## src/rtl/core/clct_ram.sv

```systemverilog
// ----------------------------------------------------------------------------
// Generic single-port-write RAM
// One write port and one read port, read data registered.
// ----------------------------------------------------------------------------
module clct_ram #(
  parameter  int unsigned WIDTH = 8,
  parameter  int unsigned DEPTH = 256,
  localparam int unsigned AddrW = (DEPTH > 1) ? $clog2(DEPTH) : 1
) (
  input  logic             clk_i,
  input  logic             we_i,
  input  logic [AddrW-1:0] waddr_i,
  input  logic [WIDTH-1:0] wdata_i,
  input  logic [AddrW-1:0] raddr_i,
  output logic [WIDTH-1:0] rdata_o
);

  logic [WIDTH-1:0] mem_q [DEPTH];
  logic [WIDTH-1:0] rdata_q;

  // A read of the address being written returns the old contents.
  always_ff @(posedge clk_i) begin
    if (we_i) begin
      mem_q[waddr_i] <= wdata_i;
    end
    rdata_q <= mem_q[raddr_i];
  end

  assign rdata_o = rdata_q;

endmodule

```

## config.mk

```make
export PLATFORM = sky130hd
export DESIGN_NAME = clct_ram
export DESIGN_NICKNAME = d
export VERILOG_FILES = /design/src/rtl/core/clct_ram.sv
export SDC_FILE = /design/constraint.sdc
export NUM_CORES = 2
export LEC_CHECK = 0
export ABC_AREA = 1
export BUFFER_PORTS_ARGS = -buffer_cell sky130_fd_sc_hd__buf_4
export CAP_MARGIN = 20
export CELL_PAD_IN_SITES_DETAIL_PLACEMENT = 2
export CELL_PAD_IN_SITES_GLOBAL_PLACEMENT = 2
export CORE_ASPECT_RATIO = 0.8
export CORE_MARGIN = 8
export CORE_UTILIZATION = 34
export CTS_CLUSTER_DIAMETER = 120
export DETAILED_ROUTE_END_ITERATION = 6
export GPL_ROUTABILITY_DRIVEN = 0
export MAX_ROUTING_LAYER = met4
export PLACE_DENSITY = 0.69
export SYNTH_ARGS = -nofsm -noshare
export SYNTH_HDL_FRONTEND = slang
export SYNTH_SLANG_ARGS = --single-unit
```

## constraint.sdc

```tcl
create_clock -name clk_i -period 2.8 [get_ports clk_i]
set_clock_uncertainty 0.15 [all_clocks]
set_input_delay 0.14 -clock clk_i [delete_from_list [all_inputs] [get_ports clk_i]]
set_output_delay 0.14 -clock clk_i [all_outputs]
set_load 0.02 [all_outputs]
```

== Yosys cells after proc, flatten, opt, wreduce, memory -nomap -nowiden ==
Memory sizes are Yosys's and may differ from the RTL's. A register that Yosys moved wholly into a read port is not among the register bits.
Index checks and enable logic that the tools add are counted.

* Muxes and demuxes: 2

{| class="wikitable"
|+ Operators by type and width
! cell !! count
|-
| 2-to-1 mux 1 bit || 2
|}

* RAM bits: 2048
* Input port bits: 26
* Memories: 1
* Word-level logic and storage cells: 3
* Register bits after elaboration: 0
* Output and inout bits: 8

{| class="wikitable"
|+ Memory list
! memory !! words !! width !! rd ports !! clocked after Yosys merged registers in !! wr ports !! line !! RTL
|-
| mem_q || 256 || 8 || 1 || 1 || 1 || 18 || <nowiki>logic [WIDTH-1:0] mem_q [DEPTH];</nowiki>
|}

== Depth between registers and ports, before layout ==
* Word-level depth: 2
* Gate-level depth with buffers: 15
* Gate-level depth less buffers: 11

== Worst setup path after synthesis ==
OpenSTA, ideal clock, no wires.

* Kind: in2reg
* From: in we_i
* To: mem mem_q[162][0] (enable)
* Path slack: 1.019 ns
* Arrival time: 1.261 ns
* Library setup time: 0.370 ns
* Path buffers: 2
* Cell stages on the path: 4
* Data required time: 2.280 ns
* Path through: clkbuf_1 > nand3_1 > clkbuf_1 > nor2_1

* Cells in the longest elaborated chain, start to end: 2

{| class="wikitable"
|+ RTL lines
! element !! line !! RTL
|-
| from (decl) || 11 || <nowiki>input logic we_i,</nowiki>
|-
| 2-to-1 mux 1 bit || 23 || <nowiki>if (we_i) begin</nowiki>
|-
| 2-to-1 mux 1 bit (implied by the code) || 24 || <nowiki>mem_q[waddr_i] <= wdata_i;</nowiki>
|-
| to (decl) || 18 ||
|}

No other way between the ends.

==> results.ini <==
[synthesis]
async_reset_ff_share_pct=0
yosysWarningCount=0
netlist.top_cell.by_area=edfxtp_1
synth_area_leaders=edfxtp_1 (74%), nand3_1 (12%), nand2_1 (9.6%)
ys_top_cells_by_count=nand2_1 (2123), edfxtp_1 (2048), nand3_1 (2019), nor2_1 (283), buf_2 (268)
synth_ff_type=edfxtp_1
synth.distinct_cells=14
synthCells=7003
syn_area_mm2=0.0834
syn_nets=7029
yosysMostFrequentCell=nand2_1
synth_edf_count=2048
synth-seq-cells=2056
synth_top_area_share_pct=73.7
syn_avg_cell_area_um2=11.9
yosysSeqAreaShare_pct=73.9

[setup_path]
critical-path-slowest-cell=dlygate4sd3_1
crit_fanout=1
cpLargestDelayFamily=simple AND/OR/NAND/NOR gates
critPathCaptureType=register
slowest_delay_ns=0.56
crit_required_ns=3.39
path_cells=nand2_1, nand3_1, nand3_1, nand3_1, nand3_1, nand3_1, nand3_1, nand2_1, nand2_1, dlygate4sd3_1, nand2_1
path_common_cell=nand3_1
crit_buf_inv=1
critPathLaunchType=register
worst-setup-path-type=register to register
worstPathArrival_ns=3.25

[pwr]
power_density_mw_per_mm2=675
seqPwrFrac_pct=51.3
netSwitchingPower_uw=15800
p_leak_uw=0.0346
switching_share_pct=23.9
p_comb_share_pct=7.1
internal_power_uw=50300
total_power_uw=66200
clock_power_share_pct=41.5
irDropWorstVdd_uv=577

[global_routing]
grt_max_degree=110
grt_usage_pct=23.7
antenna_found_initial=13
first_global_vias=64300
grt_pass1_wl_um=450000
grt.overflow.total=0

[drt]
via_count=59400
via_per_inst=5.49
antenna_left=0
firstDrtPassIters=5
drt_iter0_drc=5347
route.detailed.drc=0
drt_wl_total_um=308000
routedWlPerCell_um=28.4

[clocking]
cts_inserted_buffers=218
htreeDepth=4
cts-resized-gates=0
path_clk_slew_ns=0.06
insertion_delay_ns=0.92
clock_sinks=2056
clockBufferDepth=4
cts_root_buffer=clkbuf_16
cts_tree=done

[layout]
fin_nets=7420
final_util_pct=40.2
syn_to_final_growth_pct=17.5
drive_above_1_share_pct=12.2
fillers=24800

[die]
die_area_mm2=0.261
start_util_pct=34.2
io_pins=34
die_x_um=570
placementRows=162
fp.dieH_um=459
fp.coreArea_mm2=0.244

[timing]
rsz0062_at_grt=no
max_freq_ghz=0.376
fin_crit_sh_pct=95.0
setup_viol=0
drv_slew=0
report.final.hold_viol_count=0
tightest_slew_ns=0.825
min_period_ns=2.66
max_slew_margin_pct=44.9
hold_ws_ns=0.0715

[place]
io_buffers=33
dp_hpwl_um=195000

[run]
drv_cap=0

[hold_path]
min_path_type=input pin to register

[outcome]
status=finished, final reports clean

==> sequential cells by signal, indices dropped and copies added (netlist names) <==
signal / flops
mem_q: 2048
rdata_o: 8
==> layout by cell type (no fill, tap or decap), drive strengths merged <==
cell / synthesis / final
nand2: 2123 / 2123
diode: 0 / 1
bufinv: 0 / 8
dlygate4sd3: 0 / 22
clkinvlp: 0 / 1
nor2: 283 / 283
buf: 371 / 632
clkbuf: 112 / 277
edfxtp: 2048 / 2048
dfxtp: 8 / 8
inv: 39 / 42
nand3: 2019 / 2019
clkinv: 0 / 94
==> layout make-up <==
cell class | count | area (um^2) | area share, %
Sequential cell | 2056 | 61700 | 62.9
Multi-Input combinational cell | 4425 | 19200 | 19.6
Timing Repair Buffer | 654 | 6350 | 6.49
Clock buffer | 277 | 5760 | 5.88
Tap cell | 3280 | 4100 | 4.19
Clock inverter | 106 | 726 | 0.741
Inverter | 39 | 183 | 0.186
Antenna cell | 1 | 2.50 | 0.00255
==> metal layers <==
metal	routed length [um]	global-route usage [%]	share of wire [%]
met2	144000	37.5	47
met4	9060	6.59	2.9
met5	0	-	0
met3	16800	2.65	5.5
met1	138000	32.5	45
==> kinds of logic (layout without fill, tap and decap cells) <==
kind of cell  after synthesis  after routing  share of synthesized area (%)
buf+inv                   522           1076                           3.12
other cells                 0              1                              0
flops                    2056           2056                           73.9
simple gates             4425           4425                           22.9
==> final timing paths <==
kind / startpoint / to / slack [ns] / depth (start not counted)
worst min-delay path: raddr_i[3] / rdata_o[7] / 0.07 / 9
worst min register to register: mem_q[158][7] / rdata_o[7] / 0.83 / 10
worst max register to register: mem_q[255][3] / rdata_o[3] / 0.14 / 11
worst max-delay path: mem_q[255][3] / rdata_o[3] / 0.14 / 11
==> through the flow <==
step / TNS [ns] / setup slack, ns / std cells / cell area (um^2)
final: 0 / 0.140 / 10800 / 98000
after global routing: 0 / 0.0319 / 10800 / 98000
after CTS: 0 / 0.181 / 10800 / 98000
after detailed placement: -2.02 / -0.475 / 10400 / 91200
after global placement: -1.59 / -0.480 / 10400 / 91200
after floorplan: 0 / 1.02 / 7003 / 83400
==> repair_timing <==
item                       CTS  global route
hold endpoints to repair  2233             0
setup buffers                0             0
hold buffers                22             0
==> worst reg2reg max path, stage by stage, from the launching register on <==
cell and delay [ns]:
edfxtp_1 0.35, nand2_1 0.09, nand3_1 0.08, nand3_1 0.09, nand3_1 0.20, nand3_1 0.20
nand3_1 0.27, nand3_1 0.30, nand2_1 0.10, nand2_1 0.06, dlygate4sd3_1 0.56, nand2_1 0.07
==> power by group through the flow <==
stage / clock network (uW) / logic (uW) / registers [uW]
floorplan: 0 / 2090 / 34600
global placement: 0 / 4500 / 34600
detailed placement: 0 / 4680 / 34600
CTS: 28000 / 4750 / 34000
global route: 29100 / 5030 / 33900
finish: 27500 / 4730 / 34000
(Power assumes the default switching activity.)
